### config.mk
export PLATFORM = sky130hd
export DESIGN_NAME = uds_download_server
export DESIGN_NICKNAME = d
export VERILOG_FILES = /design/src/hw/rtl/uds_pkg.sv /design/src/hw/rtl/uds_download_server.sv /design/src/hw/rtl/uds_out_reg.sv
export SDC_FILE = /design/constraint.sdc
export NUM_CORES = 1
export LEC_CHECK = 0
export ABC_AREA = 1
export BUFFER_PORTS_ARGS = -buffer_cell sky130_fd_sc_hd__clkbuf_2
export CAP_MARGIN = 10
export CORE_AREA = 3 3 350 214
export DETAILED_ROUTE_END_ITERATION = 10
export DIE_AREA = 0 0 353 217
export GPL_TIMING_DRIVEN = 0
export PLACE_DENSITY = 0.64
export SYNTH_ARGS = -nofsm -noshare
export SYNTH_HDL_FRONTEND = slang
export SYNTH_SLANG_ARGS = --single-unit
export TNS_END_PERCENT = 1
### constraint.sdc
create_clock -name clk -period 12.8 [get_ports clk]
set_input_delay 2.56 -clock clk [delete_from_list [all_inputs] [get_ports clk]]
set_output_delay 2.56 -clock clk [all_outputs]
set_load 0.05 [all_outputs]
### src/hw/rtl/uds_pkg.sv
package uds_pkg;

  // Request and result items as they travel on the channels.
  typedef struct packed {
    logic [7:0] req_byte;
    logic       req_last;
  } uds_req_t;

  typedef struct packed {
    logic [2:0]  out_kind;
    logic [7:0]  resp_byte;
    logic [23:0] flash_offset;
    logic [63:0] flash_data;
    logic        run_last;
  } uds_item_t;

  // Result item kinds.
  localparam logic [2:0] KIND_RESP   = 3'd0;
  localparam logic [2:0] KIND_WRITE8 = 3'd1;
  localparam logic [2:0] KIND_WRITE2 = 3'd2;
  localparam logic [2:0] KIND_ERASE  = 3'd3;
  localparam logic [2:0] KIND_UNLOCK = 3'd4;
  localparam logic [2:0] KIND_LOCK   = 3'd5;
  localparam logic [2:0] KIND_RESET  = 3'd6;

  // Service identifiers.
  localparam logic [7:0] SID_SESSION = 8'h10;
  localparam logic [7:0] SID_ECU_RST = 8'h11;
  localparam logic [7:0] SID_RD_DID  = 8'h22;
  localparam logic [7:0] SID_ROUTINE = 8'h31;
  localparam logic [7:0] SID_DL_REQ  = 8'h34;
  localparam logic [7:0] SID_XFER    = 8'h36;
  localparam logic [7:0] SID_XFER_EX = 8'h37;
  localparam logic [7:0] SID_TP      = 8'h3E;

  // Negative response codes.
  localparam logic [7:0] NEG_RESP     = 8'h7F;
  localparam logic [7:0] NRC_COND     = 8'h22;
  localparam logic [7:0] NRC_SEQ      = 8'h73;
  localparam logic [7:0] NRC_LEN      = 8'h71;

  localparam int unsigned MAX_ITEMS   = 16;
  localparam int unsigned PLAN_DEPTH  = 5;
  localparam logic [15:0] CRC_POLY    = 16'h8005;

  // Sequencer states.
  typedef enum logic [2:0] {
    ST_IDLE,
    ST_DECODE,
    ST_XREAD,
    ST_XTAKE,
    ST_XEMIT,
    ST_PLAN
  } uds_state_t;

  // One byte of the image CRC, most significant bit first.
  function automatic logic [15:0] crc16_byte(input logic [15:0] crc, input logic [7:0] b);
    logic [15:0] r;
    r = crc ^ {b, 8'h00};
    for (int i = 0; i < 8; i++) begin
      r = r[15] ? ((r << 1) ^ CRC_POLY) : (r << 1);
    end
    return r;
  endfunction

endpackage

### src/hw/rtl/uds_download_server.sv
// Diagnostic download server. Request bytes are taken one per cycle while the
// block is idle and kept in an internal request store of REQUEST_BYTES bytes;
// bytes beyond that are dropped. After the byte marked last, the input is
// stalled while the request is handled: it is decoded, then its result items
// are given out as the output takes them. A transfer-data request reads its
// payload back from the store through its single registered read port, with a
// read state and a take state for each data byte and an emit state for each
// flash write issued. At most 16 result items are given per request; the last
// one carries run_last.
module uds_download_server
  import uds_pkg::*;
#(
  parameter int unsigned REQUEST_BYTES = 64
) (
  input  logic      clk,
  input  logic      rst_n,
  input  logic      in_valid,
  output logic      in_stall,
  input  uds_req_t  in_data,
  output logic      out_valid,
  input  logic      out_stall,
  output uds_item_t out_data
);

  localparam int unsigned LW = $clog2(REQUEST_BYTES + 1);
  localparam int unsigned AW = $clog2(REQUEST_BYTES);
  localparam logic [7:0] MAX_BLK = 8'((REQUEST_BYTES - 1) % 256);

  // Request store.
  logic [7:0] req_mem [REQUEST_BYTES];
  logic [7:0] rd_data_r;
  logic [AW-1:0] rd_addr;

  uds_state_t st_r, st_nxt;
  logic [LW-1:0] len_r, len_nxt;
  logic [3:0][7:0] hdr_r;
  logic [LW-1:0] size_r, size_nxt;
  logic [LW-1:0] pos_r, pos_nxt;
  logic [2:0] k_r, k_nxt;
  logic w8_r, w8_nxt;
  logic [63:0] acc_r, acc_nxt;
  logic [15:0] crc_r, crc_nxt;
  logic [23:0] off_r, off_nxt;
  logic [7:0] seq_r, seq_nxt;
  logic [4:0] cnt_r, cnt_nxt;
  logic [2:0] pl_kind_r [PLAN_DEPTH];
  logic [2:0] pl_kind_nxt [PLAN_DEPTH];
  logic [7:0] pl_byte_r [PLAN_DEPTH];
  logic [7:0] pl_byte_nxt [PLAN_DEPTH];
  logic [2:0] pl_n_r, pl_n_nxt;
  logic [2:0] idx_r, idx_nxt;

  logic in_acc;
  logic push, out_ok, need;
  uds_item_t item;
  logic [7:0] b1, b2, b3;
  logic [7:0] seq_inc;
  logic [LW-1:0] step, pos_new, dsize;

  assign in_stall = (st_r != ST_IDLE);
  assign in_acc   = in_valid && !in_stall;
  assign need     = (cnt_r < 5'(MAX_ITEMS));
  assign rd_addr  = AW'(pos_r + LW'(k_r) + LW'(2));

  // Request bytes beyond the stored length read as zero.
  assign b1 = (len_r > LW'(1)) ? hdr_r[1] : 8'h00;
  assign b2 = (len_r > LW'(2)) ? hdr_r[2] : 8'h00;
  assign b3 = (len_r > LW'(3)) ? hdr_r[3] : 8'h00;
  assign seq_inc = seq_r + 8'd1;
  assign dsize = (len_r >= LW'(2)) ? len_r - LW'(2) : '0;
  assign step = w8_r ? LW'(8) : LW'(2);
  assign pos_new = pos_r + step;

  // Store writes on accepted bytes; reads are registered.
  always_ff @(posedge clk) begin
    if (in_acc && (len_r < LW'(REQUEST_BYTES))) begin
      req_mem[len_r[AW-1:0]] <= in_data.req_byte;
    end
    rd_data_r <= req_mem[rd_addr];
  end

  // Leading request bytes are also kept aside for decoding.
  always_ff @(posedge clk) begin
    if (in_acc && (len_r < LW'(4))) begin
      hdr_r[len_r[1:0]] <= in_data.req_byte;
    end
  end

  // Sequencer: decode, transfer payload, then emit the planned items.
  always_comb begin
    st_nxt = st_r;
    len_nxt = len_r;
    size_nxt = size_r;
    pos_nxt = pos_r;
    k_nxt = k_r;
    w8_nxt = w8_r;
    acc_nxt = acc_r;
    crc_nxt = crc_r;
    off_nxt = off_r;
    seq_nxt = seq_r;
    cnt_nxt = cnt_r;
    pl_kind_nxt = pl_kind_r;
    pl_byte_nxt = pl_byte_r;
    pl_n_nxt = pl_n_r;
    idx_nxt = idx_r;
    push = 1'b0;
    item = '0;
    case (st_r)
      ST_IDLE: begin
        if (in_acc) begin
          if (len_r < LW'(REQUEST_BYTES)) begin
            len_nxt = len_r + LW'(1);
          end
          if (in_data.req_last) begin
            st_nxt = ST_DECODE;
          end
        end
      end
      ST_DECODE: begin
        len_nxt = '0;
        cnt_nxt = '0;
        idx_nxt = '0;
        size_nxt = dsize;
        st_nxt = ST_PLAN;
        for (int i = 0; i < PLAN_DEPTH; i++) begin
          pl_kind_nxt[i] = KIND_RESP;
        end
        // Default is the general negative answer.
        pl_n_nxt = 3'd3;
        pl_byte_nxt[0] = NEG_RESP;
        pl_byte_nxt[1] = hdr_r[0];
        pl_byte_nxt[2] = NRC_COND;
        case (hdr_r[0])
          SID_SESSION: begin
            if (b1 == 8'h02) begin
              pl_byte_nxt[0] = 8'h50;
              pl_byte_nxt[1] = 8'h02;
              pl_kind_nxt[2] = KIND_UNLOCK;
              off_nxt = '0;
              seq_nxt = '0;
              crc_nxt = '0;
            end else if (b1 == 8'h01) begin
              pl_n_nxt = 3'd0;
            end
          end
          SID_ECU_RST: begin
            if (b1 == 8'h01) begin
              pl_n_nxt = 3'd2;
              pl_byte_nxt[0] = 8'h51;
              pl_kind_nxt[1] = KIND_RESET;
            end
          end
          SID_RD_DID: begin
            if (b1 == 8'h00 && b2 == 8'h01) begin
              pl_n_nxt = 3'd5;
              pl_byte_nxt[0] = 8'h62;
              pl_byte_nxt[1] = 8'h00;
              pl_byte_nxt[2] = 8'h01;
              pl_byte_nxt[3] = 8'h00;
              pl_byte_nxt[4] = 8'h10;
            end
          end
          SID_ROUTINE: begin
            if (b1 == 8'h01 && b2 == 8'hFF && b3 == 8'h01) begin
              pl_byte_nxt[0] = 8'h71;
              pl_byte_nxt[1] = 8'h01;
              pl_kind_nxt[2] = KIND_ERASE;
              crc_nxt = '0;
            end else if (b1 == 8'h01 && b2 == 8'hFF && b3 == 8'h02) begin
              pl_n_nxt = 3'd4;
              pl_byte_nxt[0] = 8'h71;
              pl_byte_nxt[1] = 8'h02;
              pl_byte_nxt[2] = crc_r[7:0];
              pl_byte_nxt[3] = crc_r[15:8];
            end
          end
          SID_DL_REQ: begin
            if (len_r == LW'(11)) begin
              pl_byte_nxt[0] = 8'h74;
              pl_byte_nxt[1] = 8'h10;
              pl_byte_nxt[2] = MAX_BLK;
            end
          end
          SID_XFER: begin
            seq_nxt = seq_inc;
            if (seq_inc != b1) begin
              pl_byte_nxt[2] = NRC_SEQ;
            end else if (dsize[0]) begin
              pl_byte_nxt[2] = NRC_LEN;
            end else begin
              pl_n_nxt = 3'd2;
              pl_byte_nxt[0] = 8'h76;
              pl_byte_nxt[1] = seq_inc;
              pos_nxt = '0;
              k_nxt = '0;
              acc_nxt = '0;
              w8_nxt = (dsize >= LW'(8));
              if (dsize != '0) begin
                st_nxt = ST_XREAD;
              end
            end
          end
          SID_XFER_EX: begin
            pl_n_nxt = 3'd2;
            pl_kind_nxt[0] = KIND_LOCK;
            pl_byte_nxt[1] = 8'h77;
            off_nxt = '0;
            seq_nxt = '0;
          end
          SID_TP: begin
            pl_n_nxt = 3'd1;
            pl_byte_nxt[0] = 8'h7E;
          end
          default: begin
          end
        endcase
      end
      ST_XREAD: begin
        st_nxt = ST_XTAKE;
      end
      ST_XTAKE: begin
        // Gather one payload byte into the write word and the CRC.
        acc_nxt[8*k_r +: 8] = rd_data_r;
        crc_nxt = crc16_byte(crc_r, rd_data_r);
        if (k_r == (w8_r ? 3'd7 : 3'd1)) begin
          st_nxt = ST_XEMIT;
        end else begin
          k_nxt = k_r + 3'd1;
          st_nxt = ST_XREAD;
        end
      end
      ST_XEMIT: begin
        item.out_kind = w8_r ? KIND_WRITE8 : KIND_WRITE2;
        item.flash_offset = off_r;
        item.flash_data = acc_r;
        item.run_last = (cnt_r == 5'(MAX_ITEMS - 1));
        push = need && out_ok;
        if (!need || out_ok) begin
          off_nxt = off_r + 24'(step);
          pos_nxt = pos_new;
          cnt_nxt = cnt_r + 5'(need);
          k_nxt = '0;
          acc_nxt = '0;
          if (pos_new >= size_r) begin
            st_nxt = ST_PLAN;
          end else begin
            w8_nxt = ((size_r - pos_new) >= LW'(8));
            st_nxt = ST_XREAD;
          end
        end
      end
      ST_PLAN: begin
        if (pl_n_r == 3'd0) begin
          st_nxt = ST_IDLE;
        end else begin
          item.out_kind = pl_kind_r[idx_r];
          item.resp_byte = (pl_kind_r[idx_r] == KIND_RESP) ? pl_byte_r[idx_r] : 8'h00;
          item.run_last = (idx_r == pl_n_r - 3'd1) || (cnt_r == 5'(MAX_ITEMS - 1));
          push = need && out_ok;
          if (!need || out_ok) begin
            cnt_nxt = cnt_r + 5'(need);
            idx_nxt = idx_r + 3'd1;
            if (idx_r == pl_n_r - 3'd1) begin
              st_nxt = ST_IDLE;
            end
          end
        end
      end
      default: begin
        st_nxt = ST_IDLE;
      end
    endcase
  end

  // Control state.
  always_ff @(posedge clk) begin
    if (!rst_n) begin
      st_r <= ST_IDLE;
      len_r <= '0;
      crc_r <= '0;
      off_r <= '0;
      seq_r <= '0;
      cnt_r <= '0;
      pl_n_r <= '0;
      idx_r <= '0;
    end else begin
      st_r <= st_nxt;
      len_r <= len_nxt;
      crc_r <= crc_nxt;
      off_r <= off_nxt;
      seq_r <= seq_nxt;
      cnt_r <= cnt_nxt;
      pl_n_r <= pl_n_nxt;
      idx_r <= idx_nxt;
    end
  end

  // Working registers of the current request.
  always_ff @(posedge clk) begin
    size_r <= size_nxt;
    pos_r <= pos_nxt;
    k_r <= k_nxt;
    w8_r <= w8_nxt;
    acc_r <= acc_nxt;
    pl_kind_r <= pl_kind_nxt;
    pl_byte_r <= pl_byte_nxt;
  end

  uds_out_reg u_out (
    .clk      (clk),
    .rst_n    (rst_n),
    .push     (push),
    .item     (item),
    .ready    (out_ok),
    .out_valid(out_valid),
    .out_stall(out_stall),
    .out_data (out_data)
  );

  // The item count never passes the per-request limit.
  assert property (@(posedge clk) disable iff (!rst_n) cnt_r <= 5'(MAX_ITEMS))
    else $error("result item count above limit");

  // An item is only loaded into a free output slot.
  assert property (@(posedge clk) disable iff (!rst_n) push |-> out_ok)
    else $error("item loaded into an occupied output slot");

  // Payload reads never run past the data length of the transfer.
  assert property (@(posedge clk) disable iff (!rst_n)
    (st_r == ST_XREAD) |-> (pos_r < size_r))
    else $error("transfer read beyond the request");

endmodule

### src/hw/rtl/uds_out_reg.sv
module uds_out_reg
  import uds_pkg::*;
(
  input  logic      clk,
  input  logic      rst_n,
  input  logic      push,
  input  uds_item_t item,
  output logic      ready,
  output logic      out_valid,
  input  logic      out_stall,
  output uds_item_t out_data
);

  logic      valid_r;
  uds_item_t data_r;

  // The slot takes a new item when empty or when its item leaves this cycle.
  assign ready     = !valid_r || !out_stall;
  assign out_valid = valid_r;
  assign out_data  = data_r;

  always_ff @(posedge clk) begin
    if (!rst_n) begin
      valid_r <= 1'b0;
    end else if (push) begin
      valid_r <= 1'b1;
    end else if (!out_stall) begin
      valid_r <= 1'b0;
    end
  end

  always_ff @(posedge clk) begin
    if (push) begin
      data_r <= item;
    end
  end

endmodule

==> key figures <==
Yosys
  • Main synth FF type: edfxtp_1
  • Synth warn: 0
  • EDFF count, synth: 758
  • Yosys top cell area share: 63.59%
  • Syn nets: 3265
  • Leading area contributor after synthesis: edfxtp_1
  • Synth Register Bits: 835
  • Syn_area_per_cell: 11.14 um2
  • Cells after synthesis: 3212
  • Register area share after synthesis: 67.90%
  • Library cells used by synthesis: 63
  • Synth area leaders: edfxtp_1 64%, nor2_1 6.5%, o21ai_0 5.7%
  • Mapped Area: 35790 um2
  • Synth async-reset ratio: 0%

STA
  • Final setup fails: 0
  • Min Tclk post-route: 4.970 ns
  • Hold Vio Cnt, Final: 0
  • FMAX: 201.2 MHz
  • Skew final: ~0.034 ns
  • RSZ-0062 raised after global routing: no
  • Fin crit share: 38.83%
  • Slew Limit Fails: 0
  • TNS Setup: 0 ns
  • Relative slew slack: roughly 24%
  • Worst Tran Pin Value: 1.130 ns

Critical path
  • Crit path launch type: primary input
  • CP Capture Type: flip-flop
  • Family with the most delay on the worst path: simple AND/OR/NAND/NOR gates
  • CP required: 13.07 ns
  • WP data arrival: about 5.2 ns
  • Worst r2r src: k_r[0]$_SDFFCE_PN0P_
  • Buf/Inv on CP: 2
  • Worst path slowest cell: nor2_1
  • CP most frequent cell: nor2_1
  • Crit path kind: in -> reg
  • RR Endpoint: acc_r[6]$_SDFFCE_PN0P_
  • Crit-path max FO: 8
  • FF-to-FF setup slack: 7.97 ns
  • Critical Path End: req_mem[63][3]$_DFFE_PP_
  • R2R depth: 10
  • WP depth: 7
  • Crit path launch: in_valid
  • Critical path cell sequence: clkbuf_2 > inv_1 > nand2_1 > nand2_2 > nor2_1 > nand3_1 > nor2_1
  • Max incr delay on CP: between 1 and 1.5 ns

Die
  • I/O pin count: 115
  • Num rows: 76
  • Die width: 353 um
  • Die area: around 77000 um2
  • Initial Utilization: 49.99%
  • Core Region: 71600 um2
  • Die height: between 200 and 250 um

CTS
  • Clk Latency, worst-skew pair: 0.66 ns
  • Clock buffer depth: 3
  • Post-CTS setup repair buffer count: 0
  • Clock sink count: between 800 and 900
  • # hold bufs at CTS: 0
  • TritonCTS clock tree: yes
  • H-tree levels: 3
  • Clock buffer count from CTS: 76
  • Clk pin slew, worst setup/hold paths: 0.06 ns
  • CTS root buf: clkbuf_16
  • PostCTS Resize Cnt: 0

Global route
  • Overflow left after global routing: 0
  • Tot GR Track Use: between 20 and 30%
  • First-pass GRT wire length: 165.9 mm
  • Pin count of the biggest net entering global routing: 69
  • Initial antenna violation count: 4
  • Vias in the first global route: 25.21k

Drt
  • Drt total wl: 114.4 mm
  • Vias after detailed routing: 27.27k
  • Average wire per standard cell: 25.72 um
  • Final ANT Viol Nets: 0
  • Drt via density: 6.132
  • DRC errors left: 0
  • Pre-antenna DRT Iters: 6
  • Drt first-iter violations: 4220

Power
  • Leakage: between 10 and 15 nW
  • PwrDens: ~170 nW/um2
  • Worst vdd ir: about 91 uV

Placed design
  • Placed cell area: ~38000 um2
  • Post-DP HPWL: roughly 80 mm
  • PortBufs: 113
  • Final GP Congestion: between 1 and 1.5

Worst hold path
  • Hold Crit Class: reg -> reg
  • HP Start: off_r[10]$_SDFFE_PN0P_

Run status
  • Outcome: finished, final reports clean

Finish
  • Post-layout instance area: 40260 um2
  • Fin nets: about 3.5k
  • Area Overhead vs Synth: 12.47%
  • Most frequent cells in the layout: 758 x edfxtp_1, 618 x nor2_1, 406 x o21ai_0
  • Fraction of layout cells with a size suffix above 1: 8.617%
  • Final Util: 56.22%
  • Commonest non-fill, non-tap cell in the layout: edfxtp_1

Run
  • Max_cap viols: 0
tightest hold or removal path, delay by kind of cell, from the launching register on:
kind / cells / cell delay, ns
AOI/OAI and AO/OA: 1 / 0.05
and+or+nand+nor: 1 / 0.06
DFF: 1 / 0.32
synthesized netlist by cell type (3+ instances only):
cell type and instances:
a211oi_1 19, a21oi_1 132, a221oi_1 5, a31oi_1 4
buf_1 5, buf_2 5, buf_4 3, buf_6 4
clkbuf_1 144, dfxtp_1 77, edfxtp_1 758, ha_1 39
inv_1 267, inv_2 6, nand2_1 238, nand2_2 4
nand2_4 3, nand3_1 116, nand4_1 23, nor2_1 620
nor2_2 5, nor2_4 9, nor3_1 45, nor3b_1 10
nor4_1 10, o211ai_1 18, o21ai_0 406, o21ai_1 4
o21ai_2 3, o221ai_1 29, o22ai_1 125, or2_2 6
xnor2_1 11, xor2_1 22
power breakdown:
part / switching (mW) / internal [mW] / total, mW
logic: 0.933 / 0.286 / 1.22
registers: 0.0569 / 3.06 / 3.12
clock network: 1.05 / 1.29 / 2.34
total: 2.04 / 4.64 / 6.68
per-layer routing:
| metal | part of all wire (%) | vias up | GRT usage (%) | routed length, um |
|---|---|---|---|---|
| met4 | 2.2 | 2 | 6.648 | 2461 |
| met5 | 0.011 | - | 0 | 13 |
| met1 | 44 | 13460 | 46.81 | 50480 |
| met2 | 38 | 1808 | 37.00 | 43310 |
| met3 | 16 | 188 | 11.16 | 18130 |
| li1 | - | 11810 | - | - |
cell type report:
class	instances	area, um2
well taps	975	1220
plain buffers	161	651.9
clock inverters	25	269.0
flip-flops and latches	835	24300
repair buffers	119	700.7
fillers	6002	31350
multi-input cells	1940	9821
diodes	2	5.005
inverters	276	1039
clock buffers	114	2248
registers in the layout, summed over array words and instances (netlist names), 7 cells and up:
name / count
req_mem: 512
u_out.out_data: 99
acc_r: 64
hdr_r: 32
pl_byte_r: 30
off_r: 23
crc_r: 16
rd_data_r: 8
seq_r: 8
len_r: 7
size_r: 7
logic make-up (layout without fill, tap and decap cells):
group	count (synthesis)	count (layout)	share of synthesized area (%)
DFF	835	835	67.90
and+or+nand+nor	1106	1106	13.19
buffers and inverters	437	695	4.722
other	1	3	0.01048
adders and majority gates	40	40	1.419
AOI/OAI and AO/OA	760	760	11.95
xor gates and xnor gates	33	33	0.8074
worst min-delay path by stage:
| stage | slack (ns) | to | depth (start not counted) |
|---|---|---|---|
| after floorplan | 0.45 | off_r[3]$_SDFFE_PN0P_ | 2 |
| after global placement | 0.47 | crc_r[7]$_SDFFE_PN0P_ | 2 |
| after detailed placement | 0.48 | off_r[10]$_SDFFE_PN0P_ | 2 |
| after CTS | 0.49 | off_r[10]$_SDFFE_PN0P_ | 2 |
| after global routing | 0.50 | crc_r[7]$_SDFFE_PN0P_ | 2 |
| final | 0.49 | off_r[10]$_SDFFE_PN0P_ | 2 |
stage by stage:
stage	hold slack [ns]	total power, mW	cells	worst slack, ns
6_report	0.4896	6.677	4447	7.830
5_1_grt	0.5018	6.859	4446	7.790
4_1_cts	0.4853	6.615	4445	8.025
3_5_place_dp	0.4759	4.323	4306	7.323
3_3_place_gp	0.4682	4.302	4300	3.747
2_1_floorplan	0.4475	3.838	3212	5.388
(Power assumes the default switching activity.)
